File: config.mk
export PLATFORM = sky130hd
export DESIGN_NAME = ir_range_linearize_median_unit
export DESIGN_NICKNAME = d
export VERILOG_FILES = /design/src/rtl/irlm_pkg.sv /design/src/rtl/irlm_lane.sv /design/src/rtl/ir_range_linearize_median_unit.sv
export SDC_FILE = /design/constraint.sdc
export NUM_CORES = 2
export LEC_CHECK = 0
export BUFFER_PORTS_ARGS = -buffer_cell sky130_fd_sc_hd__buf_2
export CORE_MARGIN = 5
export CORE_UTILIZATION = 65
export CTS_CLUSTER_SIZE = 12
export DETAILED_ROUTE_END_ITERATION = 10
export PLACE_DENSITY_LB_ADDON = 0.3
export SLEW_MARGIN = 20
export SYNTH_ARGS = -nofsm -noshare
export SYNTH_HDL_FRONTEND = slang
export SYNTH_SLANG_ARGS = --single-unit
File: constraint.sdc
create_clock -name clk_i -period 10 [get_ports clk_i]
set_clock_uncertainty 0.2 [all_clocks]
set_input_delay 2 -clock clk_i [delete_from_list [all_inputs] [get_ports clk_i]]
set_output_delay 2 -clock clk_i [all_outputs]
set_load 0.02 [all_outputs]
File: src/rtl/irlm_pkg.sv
// shared types, lane constants and codes for the infrared range linearizer
package irlm_pkg;

  localparam int NumLanes  = 6;
  localparam int CountBits = 10;
  localparam int RangeBits = 17;
  localparam int CoefBits  = 14;
  localparam int CfgIdxBits = 8;

  localparam logic [RangeBits-1:0] RangeOne = 17'd65536;

  // register indexes
  localparam logic [CfgIdxBits-1:0] CfgLowCountThreshold = 8'd0;
  localparam logic [CfgIdxBits-1:0] CfgOverrideRange     = 8'd1;

  // lane slopes and offsets, units of 1e-4
  localparam logic signed [CoefBits-1:0] LaneM [NumLanes] = '{
    14'sd442, 14'sd373, 14'sd338, 14'sd328, 14'sd344, 14'sd337
  };
  localparam logic signed [CoefBits-1:0] LaneB [NumLanes] = '{
    -14'sd1647, -14'sd4953, 14'sd5689, 14'sd3003, 14'sd2421, 14'sd983
  };

  typedef struct packed {
    logic [CountBits-1:0] count_right_front;
    logic [CountBits-1:0] count_right_back;
    logic [CountBits-1:0] count_front_left;
    logic [CountBits-1:0] count_left_back;
    logic [CountBits-1:0] count_left_front;
    logic [CountBits-1:0] count_front_right;
  } in_word_t;

  typedef struct packed {
    logic [RangeBits-1:0] range_right_front;
    logic [RangeBits-1:0] range_right_back;
    logic [RangeBits-1:0] range_front_left;
    logic [RangeBits-1:0] range_left_back;
    logic [RangeBits-1:0] range_left_front;
    logic [RangeBits-1:0] range_front_right;
  } out_word_t;

  // per-lane setup from the top level
  typedef struct packed {
    logic                 start;
    logic [CountBits-1:0] threshold;
    logic [RangeBits-1:0] override_rng;
  } lane_ctl_t;

endpackage

File: src/rtl/irlm_lane.sv
// one lane: count to range by serial division, then median of three
module irlm_lane import irlm_pkg::*; #(
  parameter logic signed [CoefBits-1:0] M_COEF = '0,
  parameter logic signed [CoefBits-1:0] B_COEF = '0
) (
  input  logic                 clk_i,
  input  logic                 rst_ni,
  input  lane_ctl_t            ctl_i,
  input  logic [CountBits-1:0] count_i,
  output logic                 done_o,
  output logic [RangeBits-1:0] range_o
);

  localparam int DBits   = CoefBits + CountBits + 2;
  localparam int NumBits = 38;
  localparam int DenBits = 28;
  localparam int QBits   = 18;
  localparam int RemBits = DenBits + 1;
  localparam int CntBits = $clog2(QBits);

  localparam logic [2:0] StIdle = 3'd0;
  localparam logic [2:0] StMul  = 3'd1;
  localparam logic [2:0] StPrep = 3'd2;
  localparam logic [2:0] StOvf  = 3'd3;
  localparam logic [2:0] StDiv  = 3'd4;
  localparam logic [2:0] StFin  = 3'd5;

  logic [2:0]               state_q, state_d;
  logic                     done_q, done_d;
  logic [CountBits-1:0]     count_q;
  logic                     low_q;
  logic [RangeBits-1:0]     ovr_q;
  logic signed [DBits-1:0]  d_q;
  logic [NumBits-1:0]       num_q;
  logic [DenBits-1:0]       den_q;
  logic [RemBits-1:0]       rem_q;
  logic [QBits-1:0]         quo_q;
  logic [CntBits-1:0]       cnt_q;
  logic [RangeBits-1:0]     r_q;
  logic [RangeBits-1:0]     h0_q, h1_q;
  logic [RangeBits-1:0]     out_q;

  logic [19:0]              d_u;
  logic [QBits-1:0]         num_lo;
  logic [RemBits-1:0]       rem_sh;
  logic                     rem_ge;

  function automatic logic [RangeBits-1:0] median3(logic [RangeBits-1:0] a,
                                                   logic [RangeBits-1:0] b,
                                                   logic [RangeBits-1:0] c);
    logic [RangeBits-1:0] lo, hi;
    lo = (a > b) ? b : a;
    hi = (a > b) ? a : b;
    if (hi > c) hi = c;
    return (lo > hi) ? lo : hi;
  endfunction

  assign d_u    = d_q[19:0];
  assign num_lo = num_q[QBits-1:0];
  assign rem_sh = {rem_q[RemBits-2:0], num_lo[cnt_q]};
  assign rem_ge = rem_sh >= {1'b0, den_q};

  // sequencer
  always_comb begin
    state_d = state_q;
    done_d  = done_q;
    unique case (state_q)
      StIdle: if (ctl_i.start) begin
        state_d = StMul;
        done_d  = 1'b0;
      end
      StMul:  state_d = StPrep;
      StPrep: begin
        if (low_q || d_q <= 0 || d_q >= DBits'(1000000)) state_d = StFin;
        else state_d = StOvf;
      end
      StOvf:  state_d = (DenBits'(num_q[NumBits-1:QBits]) >= den_q) ? StFin : StDiv;
      StDiv:  if (cnt_q == '0) state_d = StFin;
      StFin: begin
        state_d = StIdle;
        done_d  = 1'b1;
      end
      default: state_d = StIdle;
    endcase
  end

  always_ff @(posedge clk_i or negedge rst_ni) begin
    if (!rst_ni) begin
      state_q <= StIdle;
      done_q  <= 1'b0;
      h0_q    <= '0;
      h1_q    <= '0;
    end else begin
      state_q <= state_d;
      done_q  <= done_d;
      if (state_q == StFin) begin
        h1_q <= h0_q;
        h0_q <= r_q;
      end
    end
  end

  // datapath
  always_ff @(posedge clk_i) begin
    unique case (state_q)
      StIdle: begin
        count_q <= count_i;
        low_q   <= count_i < ctl_i.threshold;
        ovr_q   <= (ctl_i.override_rng > RangeOne) ? RangeOne : ctl_i.override_rng;
      end
      StMul: d_q <= DBits'(M_COEF) * DBits'($signed({1'b0, count_q})) + DBits'(B_COEF);
      StPrep: begin
        if (low_q) r_q <= ovr_q;
        else if (d_q == 0) r_q <= RangeOne;
        else r_q <= '0;
        num_q <= (NumBits'(20'd1000000 - d_u) << 17) + NumBits'(d_u) * NumBits'(100);
        den_q <= DenBits'(d_u) * DenBits'(200);
      end
      StOvf: begin
        r_q   <= RangeOne;
        rem_q <= RemBits'(num_q[NumBits-1:QBits]);
        cnt_q <= CntBits'(QBits - 1);
        quo_q <= '0;
      end
      StDiv: begin
        rem_q <= rem_ge ? rem_sh - {1'b0, den_q} : rem_sh;
        quo_q <= {quo_q[QBits-2:0], rem_ge};
        cnt_q <= cnt_q - 1'b1;
        if (cnt_q == '0) begin
          if ({quo_q[QBits-2:0], rem_ge} > QBits'(RangeOne)) r_q <= RangeOne;
          else r_q <= RangeBits'({quo_q[QBits-2:0], rem_ge});
        end
      end
      StFin: out_q <= median3(r_q, h0_q, h1_q);
      default: ;
    endcase
  end

  assign done_o  = done_q;
  assign range_o = out_q;

endmodule

File: src/rtl/ir_range_linearize_median_unit.sv
// top level: config registers, six lanes and the merged output word
//
//  channel | signals                                   | role
//  in      | in_valid_i, in_stall_o, in_data_i          | frame of six counts
//  out     | out_valid_o, out_stall_i, out_data_o       | six median ranges
//  cfg     | cfg_valid_i, cfg_ready_o, cfg_index_i/data | register writes
//
// a frame runs multiply, prepare and finish in each lane on the override or
// out-of-range path; else an overflow check after prepare ends the frame when
// the range saturates, or else the lane runs its 18-step restoring divider.
// the next frame is taken once every lane has finished
// and its word is loaded into the output register. reset clears the range
// history to zero and loads the register defaults. a stalled output holds
// its word and the finished frame waits until the register frees.
module ir_range_linearize_median_unit import irlm_pkg::*; (
  input  logic                  clk_i,
  input  logic                  rst_ni,
  input  logic                  in_valid_i,
  output logic                  in_stall_o,
  input  in_word_t              in_data_i,
  output logic                  out_valid_o,
  input  logic                  out_stall_i,
  output out_word_t             out_data_o,
  input  logic                  cfg_valid_i,
  output logic                  cfg_ready_o,
  input  logic [CfgIdxBits-1:0] cfg_index_i,
  input  logic [RangeBits-1:0]  cfg_data_i
);

  logic [CountBits-1:0] thr_q;
  logic [RangeBits-1:0] ovr_q;
  logic                 busy_q, out_valid_q;
  out_word_t            out_q;
  lane_ctl_t            ctl;
  logic                 accept;
  logic [NumLanes-1:0]  done;
  logic [CountBits-1:0] counts [NumLanes];
  logic [RangeBits-1:0] ranges [NumLanes];
  logic                 load;

  assign cfg_ready_o = 1'b1;
  assign in_stall_o  = busy_q;
  assign accept      = in_valid_i && !busy_q;
  assign load        = busy_q && (&done) && (!out_valid_q || !out_stall_i);

  assign ctl.start        = accept;
  assign ctl.threshold    = thr_q;
  assign ctl.override_rng = ovr_q;

  // split the input word into lanes
  assign counts[0] = in_data_i.count_right_front;
  assign counts[1] = in_data_i.count_right_back;
  assign counts[2] = in_data_i.count_front_left;
  assign counts[3] = in_data_i.count_left_back;
  assign counts[4] = in_data_i.count_left_front;
  assign counts[5] = in_data_i.count_front_right;

  for (genvar g = 0; g < NumLanes; g++) begin : g_lane
    irlm_lane #(
      .M_COEF(LaneM[g]),
      .B_COEF(LaneB[g])
    ) u_lane (
      .clk_i  (clk_i),
      .rst_ni (rst_ni),
      .ctl_i  (ctl),
      .count_i(counts[g]),
      .done_o (done[g]),
      .range_o(ranges[g])
    );
  end

  // config registers and handshake control
  always_ff @(posedge clk_i or negedge rst_ni) begin
    if (!rst_ni) begin
      thr_q       <= 10'd50;
      ovr_q       <= RangeOne;
      busy_q      <= 1'b0;
      out_valid_q <= 1'b0;
    end else begin
      if (cfg_valid_i) begin
        if (cfg_index_i == CfgLowCountThreshold) thr_q <= cfg_data_i[CountBits-1:0];
        else if (cfg_index_i == CfgOverrideRange) ovr_q <= cfg_data_i;
      end
      if (accept) busy_q <= 1'b1;
      else if (load) busy_q <= 1'b0;
      if (load) out_valid_q <= 1'b1;
      else if (!out_stall_i) out_valid_q <= 1'b0;
    end
  end

  // merge lanes into the output word
  always_ff @(posedge clk_i) begin
    if (load) begin
      out_q.range_right_front <= ranges[0];
      out_q.range_right_back  <= ranges[1];
      out_q.range_front_left  <= ranges[2];
      out_q.range_left_back   <= ranges[3];
      out_q.range_left_front  <= ranges[4];
      out_q.range_front_right <= ranges[5];
    end
  end

  assign out_valid_o = out_valid_q;
  assign out_data_o  = out_q;

endmodule

-- Word level (Yosys, flattened, before mapping)
Cells that the tools add are included.
- logic and storage cells: 465
- input port bits: 90
- output and inout port bits: 105
- register bits: 1565
- bitwise logic cells: 1
- $mul: 18
- add/subtract/negate cells: 30
- reductions and logical operators: 78
- order comparisons: 61
- mux-type cells: 133
- equality and inequality tests: 44
- operators with widths (cell ; count):
    $mux W17 ; 55
    $pmux W28 S2 ; 6
    $gt A17 B17 Y1 ; 18
    $pmux W17 S3 ; 6
    $mul A20 B5 Y25 const B ; 12
    $add A38 B27 Y38 ; 6
    $pmux W17 S2 ; 6
    $logic_not A32 Y1 ; 6
    $ge A29 B28 Y1 ; 6
    $ge A20 B28 Y1 ; 6
    $mux W28 ; 6
    $sub A28 B28 Y28 ; 6
    $ge A26 B21 Y1 const B ; 6
    $le A26 B1 Y1 const B ; 6
    $sub A20 B20 Y21 const A ; 6
    $gt A18 B17 Y1 const B ; 6
    $pmux W3 S5 ; 6
    $lt A10 B10 Y1 ; 6
    $pmux W5 S2 ; 6
    $add A26 B13 Y26 const B ; 2
    $add A26 B14 Y26 const B ; 2
    $mux W3 ; 13
    $mul A9 B10 Y19 const A ; 2
    $reduce_and A2 Y1 ; 19
    27 further kinds ; 146

-- Logic depth before layout (Yosys ltp)
- depth after elaboration: 7
- mapped depth: 39
- gate-level depth less buffers: 33

-- By module
Synthesis repeated with hierarchy kept, for this count alone.
- cell total of the unflattened synthesis: 10109
- area total of the unflattened synthesis: 103504.3 um2
- by module, submodules not included (module ; cells an instance ; area an instance (um2) ; instances ; seq. area each (um2)):
    irlm_lane (g_lane[1].u_lane) ; 1785 ; 17683.2 ; 1 ; 6326.1
    irlm_lane (g_lane[5].u_lane) ; 1729 ; 17006.3 ; 1 ; 6296.0
    irlm_lane (g_lane[0].u_lane) ; 1687 ; 16902.5 ; 1 ; 6266.0
    irlm_lane (g_lane[2].u_lane) ; 1611 ; 16214.3 ; 1 ; 6236.0
    irlm_lane (g_lane[4].u_lane) ; 1575 ; 16000.3 ; 1 ; 6115.9
    irlm_lane (g_lane[3].u_lane) ; 1548 ; 15419.8 ; 1 ; 6115.9
    ir_range_linearize_median_unit ; 174 ; 4277.9 ; 1 ; 3793.6

-- Worst setup path after synthesis
Ideal clock, no wire load.
- path kind: input-to-reg
- from: input out_stall_i
- to: register out_q (netlist bit out_data_o[0]) (enable)
- setup time: 0.598 ns
- arrival time: 6.977 ns
- data required time: 9.202 ns
- path buffers: 0
- stages on the path: 1
- path slack: 2.225 ns
- path through: a21oi_1
- word-level cells in the longest chain between the ends: 3
- ends and longest elaborated chain (item ; RTL line ; RTL):
    start, declared ; ir_range_linearize_median_unit.sv:22 ; input logic out_stall_i,
    $logic_not A1 Y1 ; - ;
    $logic_or A1 B1 Y1 ; ir_range_linearize_median_unit.sv:44 ; assign load = busy_q && (&done) && (!out_valid_q || !out_stall_i);
    $logic_and A1 B1 Y1 ; ir_range_linearize_median_unit.sv:44 ;
    end, declared ; ir_range_linearize_median_unit.sv:33 ; out_word_t out_q;
Every way passes these cells.
A chain may end at the register's enable or synchronous reset.

-- Worst setup path in the final report
- from: register g_lane[3].u_lane.r_q[1]
- to: register g_lane[3].u_lane.out_q[3], data pin
- word-level cells in the longest chain between the ends: 7
- elaborated cells on any way between the ends: 8
- classes of those cells: order compare (3); mux (5)
- ends and longest elaborated chain (item ; RTL line ; RTL):
    start, declared ; irlm_lane.sv:39 ; logic [RangeBits-1:0] r_q;
    start signal, assigned ; irlm_lane.sv:113 ; if (low_q) r_q <= ovr_q;
    start signal, assigned ; irlm_lane.sv:114 ; else if (d_q == 0) r_q <= RangeOne;
    start signal, assigned ; irlm_lane.sv:120 ; r_q <= RangeOne;
    $gt A17 B17 Y1 ; irlm_lane.sv:52, irlm_lane.sv:53 ;
    $mux W17 ; irlm_lane.sv:53 ; hi = (a > b) ? a : b;
    $gt A17 B17 Y1 ; irlm_lane.sv:54 ; if (hi > c) hi = c;
    $mux W17 ; irlm_lane.sv:54 ;
    $mux W17 ; irlm_lane.sv:105 ; unique case (state_q)
    $gt A17 B17 Y1 ; irlm_lane.sv:55 ; return (lo > hi) ? lo : hi;
    $mux W17 * ; irlm_lane.sv:55 ;
    end signal, assigned ; irlm_lane.sv:134 ; StFin: out_q <= median3(r_q, h0_q, h1_q);
    end, declared ; irlm_lane.sv:41 ; logic [RangeBits-1:0] out_q;
Every way passes the cells marked *; elsewhere a longest branch is shown, timed or not. The select of a mux whose other input is x is not followed.

==> metrics.md <==
| Metric | Value |
|---|---|
| Max Cap Viol | `0` |
| Synth unique cells | `112` |
| #FFs+latches synth | `roughly 1400` |
| Slowest stage delay, CP | `a little under 0.9 ns` |
| R2R setup slack | `around 1.4 ns` |
| Final WL | `244000 um` |
| Post-synth ARST share | `a little under a fifth` |
| Worst r2r src | `g_lane[3].u_lane.r_q[1]` |
| DP Wirelength | `between 150000 and 200000 um` |
| # rows | `between 100 and 150` |
| Hold depth | `0` |
| Synth warn | `0` |
| Minimum clock period | `around 8.6 ns` |
| Final setup vio count | `0` |
| Clk Latency, worst-skew pair | `between 0.8 and 0.9 ns` |
| CTS tree | `yes` |
| Routability-driven placement congestion ratio | `0.946` |
| Cell Area, Placed | `106000 um^2` |
| Synth Instances | `around 10000` |
| DRT antenna net count | `0` |
| EDFF count, synth | `approximately 1200` |
| Worst Hold End | `out_data_o[81]` |
| Clock Sinks | `around 1400` |
| Outcome | `finished, final reports clean` |
| Crit Path Max Fanout | `37` |
| Post-synth top area cell | `edfxtp_1` |
| Setup total negative slack | `0 ns` |
| Largest net degree at the start of global routing | `roughly 140` |
| Hold buffers post-CTS | `0` |
| Clk slew on worst S/H paths | `around 0.06 ns` |
| Worst Path Arrival | `approximately 9.0 ns` |
| First-pass GRT wire length | `between 300000 and 400000 um` |
| Mapped cell area | `roughly 100000 um^2` |
| R2R Path End | `g_lane[3].u_lane.range_o[3]` |
| IO Port Bufs | `slightly below 200` |
| Hold Fails Final Rpt | `0` |
| CP max-delay cell | `a2111oi_1` |
| Primary FF master, synth | `edfxtp_1` |
| Final period util | `between 80% and 90%` |
| Fraction of layout instances using a drive strength above 1 | `6.64%` |
| Slew at the pin closest to its max-slew limit | `between 1 and 1.5 ns` |
| Final instance area | `around 110000 um^2` |
| GRT Total Usage | `~29%` |
| Nets | `about 12000` |
| I/O pin count | `about 200` |
| DRT iter0 DRCs | `about 6600` |
| Synth top area share | `34.3%` |
| Cts repair resizes | `0` |
| Clock root buffer | `clkbuf_16` |
| DRC | `0` |
| Clk buf depth | `3` |
| Area contributors post-synth | `edfxtp_1 34%, ha_1 17%, dfrtp_1 6.2%` |
| Worst hold start | `g_lane[1].u_lane.range_o[13]` |
| Post-CTS Setup Bufs | `0` |
| Fmax | `116 MHz` |
| Die Width | `407 um` |
| Area of the multi-input gates | `between 50000 and 60000 um^2` |
| Syn_nets | `around 12000` |
| Starting density of the core | `between 60% and 70%` |
| Die H | `between 400 and 500 um` |
| Core region area | `approximately 160000 um^2` |
| Grt total ovfl | `0` |
| Drt via density | `just over 6` |
| Synth-to-layout area growth | `8.22%` |
| Detailed-route via count | `75000` |
| Fillers | `about 11000` |
| Worst slew margin | `24.6%` |
| Crit path kind | `flip-flop to flip-flop` |
| DIE AREA | `approximately 170000 um^2` |
| Register area | `~41000 um^2` |
| R2R cell count | `28` |
| CP required | `just over 10 ns` |
| CP Launch Type | `flip-flop` |
| Pre-antenna DRT Iters | `9` |
| Wirelength per Cell | `19.7 um` |
| Sequential cell area fraction in the yosys report | `between 40% and 50%` |
| Min-delay worst type | `flip-flop to flip-flop` |
| Fin. max-slew vios | `0` |
| Setup crit end kind | `flip-flop` |
| H-tree depth | `4` |
| Cts bufs inserted | `153` |
| RSZ-0062 raised after global routing | `false` |
| Antenna violations before repair | `6` |
| Vias in the first global route | `74900` |
| Avg Cell Area, Syn | `slightly above 10 um^2` |
registers in the layout, indices dropped and copies added, names as in the netlist:
| name | flops |
|---|---|
| out_valid_o | 1 |
| g_lane.u_lane.state_q | 18 |
| g_lane.u_lane.low_q | 6 |
| g_lane.u_lane.count_q | 60 |
| g_lane.u_lane.quo_q | 102 |
| g_lane.u_lane.den_q | 142 |
| in_stall_o | 1 |
| g_lane.u_lane.r_q | 102 |
| g_lane.u_lane.h0_q | 102 |
| out_data_o | 102 |
| g_lane.u_lane.d_q | 124 |
| g_lane.u_lane.h1_q | 102 |
| g_lane.u_lane.range_o | 102 |
| g_lane.u_lane.done_o | 6 |
| ovr_q | 17 |
| g_lane.u_lane.rem_q | 168 |
| thr_q | 10 |
| g_lane.u_lane.num_q | 126 |
| g_lane.u_lane.ovr_q | 102 |
| g_lane.u_lane.cnt_q | 30 |
worst max-delay path: cells and delay by family, from the launching register on:
family	cells	cell delay, ns
compound gates	16	4.63
fa+ha+maj	3	0.90
buf+inv	3	1.13
flops	1	0.50
mux	1	0.28
simple gates	5	0.64
layer usage:
metal  global-route usage (%)  wire length (um)  part of all wire (%)  up-vias
met5                        0                13                0.0053        -
met4                     9.03              7550                   3.1        2
met3                     5.12             18700                   7.7      443
met2                     48.1            112000                    46     2677
met1                     40.6            105000                    43    36000
li1                         -                 -                     -    35900
cells in the final DEF (no fill, tap or decap), types with 30 or more instances in the layout:
master	n
o21bai_1	54
nand3_1	175
fa_1	188
o21ai_0	635
nor3_1	155
inv_1	1310
buf_2	192
dfrtp_1	253
a211oi_1	51
o21ai_1	97
buf_4	87
mux2_2	64
and2_1	85
nor2b_1	128
a21oi_1	458
nor2_1	435
mux2i_1	206
nand4_1	105
edfxtp_1	1166
a32o_1	30
a21o_1	282
and3_1	98
nand2_1	813
o211ai_1	37
nand2b_1	68
o21a_1	103
nor4_1	58
clkbuf_16	153
or3_1	46
a22o_1	65
a221oi_1	47
clkbuf_1	65
xor2_1	144
a31oi_1	60
xnor2_1	414
ha_1	1398
cells in the mapped netlist, types with 17 or more instances:
master,count
clkbuf_1,203
fa_1,188
mux2_2,64
mux4_2,17
xnor2_1,414
nand2_1,818
nor2_1,442
and3_1,98
xor2_1,144
mux2i_1,211
o21bai_1,54
nand3_1,175
o31ai_1,24
a21boi_0,20
o31a_1,17
nor4_1,58
ha_1,1398
buf_2,27
o21ai_1,97
edfxtp_1,1166
a21o_1,282
o21ai_0,638
a211o_1,21
a211oi_1,51
nor3b_1,27
a21oi_1,459
a31oi_1,61
inv_1,1314
a221oi_1,47
o311ai_0,17
a22o_1,65
o21a_1,103
nand2b_1,70
nand4_1,105
nor2b_1,130
or3_1,46
nor3_1,161
and2_1,85
dfrtp_1,253
a2111oi_0,17
a32o_1,30
o211ai_1,37
or2_1,19
logic make-up after synthesis:
kind of cell	Yosys count	share of synthesized area (%)
multiplexers	305	3.29
AO/OA/AOI/OAI	2211	13.9
buffers and inverters	1564	5.80
adder cells (fa/ha/maj)	1586	20.8
XOR/XNOR	558	4.78
flip-flops	1423	40.6
AND/OR/NAND/NOR	2321	10.9
other	1	0.00367
how the worst max path moves through the flow:
stage                        startpoint  cells past startpoint  slack [ns]                           to
2_1_floorplan               out_stall_i                      1        2.22                out_data_o[0]
6_report        g_lane[3].u_lane.r_q[1]                     28        1.39  g_lane[3].u_lane.range_o[3]
3_3_place_gp    g_lane[3].u_lane.r_q[1]                     27        1.52  g_lane[3].u_lane.range_o[1]
5_1_grt        g_lane[4].u_lane.h0_q[1]                     30        0.83  g_lane[4].u_lane.range_o[2]
3_5_place_dp    g_lane[3].u_lane.r_q[1]                     27        1.56  g_lane[3].u_lane.range_o[3]
4_1_cts         g_lane[3].u_lane.r_q[1]                     28        1.55  g_lane[3].u_lane.range_o[8]
metrics by stage:
| stage | setup WS, ns | instances | utilization [%] | hold WS, ns |
|---|---|---|---|---|
| floorplan | 2.22 | 9969 | - | 0.200 |
| global placement | 1.52 | 12100 | 67.7 | 0.201 |
| detailed placement | 1.56 | 12100 | 67.7 | 0.205 |
| CTS | 1.55 | 12300 | 70.8 | 0.216 |
| global route | 0.826 | 12300 | 70.8 | 0.224 |
| finish | 1.39 | 12400 | 70.8 | 0.216 |
final cells by class:
class                      instances  area share, %
antenna                            7         0.0158
clock buffer                     223           3.74
clock inverter                    58          0.627
inverter                        1321           4.49
multi-input combinational       6982           49.8
sequential                      1423           37.5
tap                             2058           2.33
timing repair buffer             283           1.52
Power is left out: the tool's default activity adds up to more than one toggle a clock period on the data nets, which glitch-free logic cannot reach.
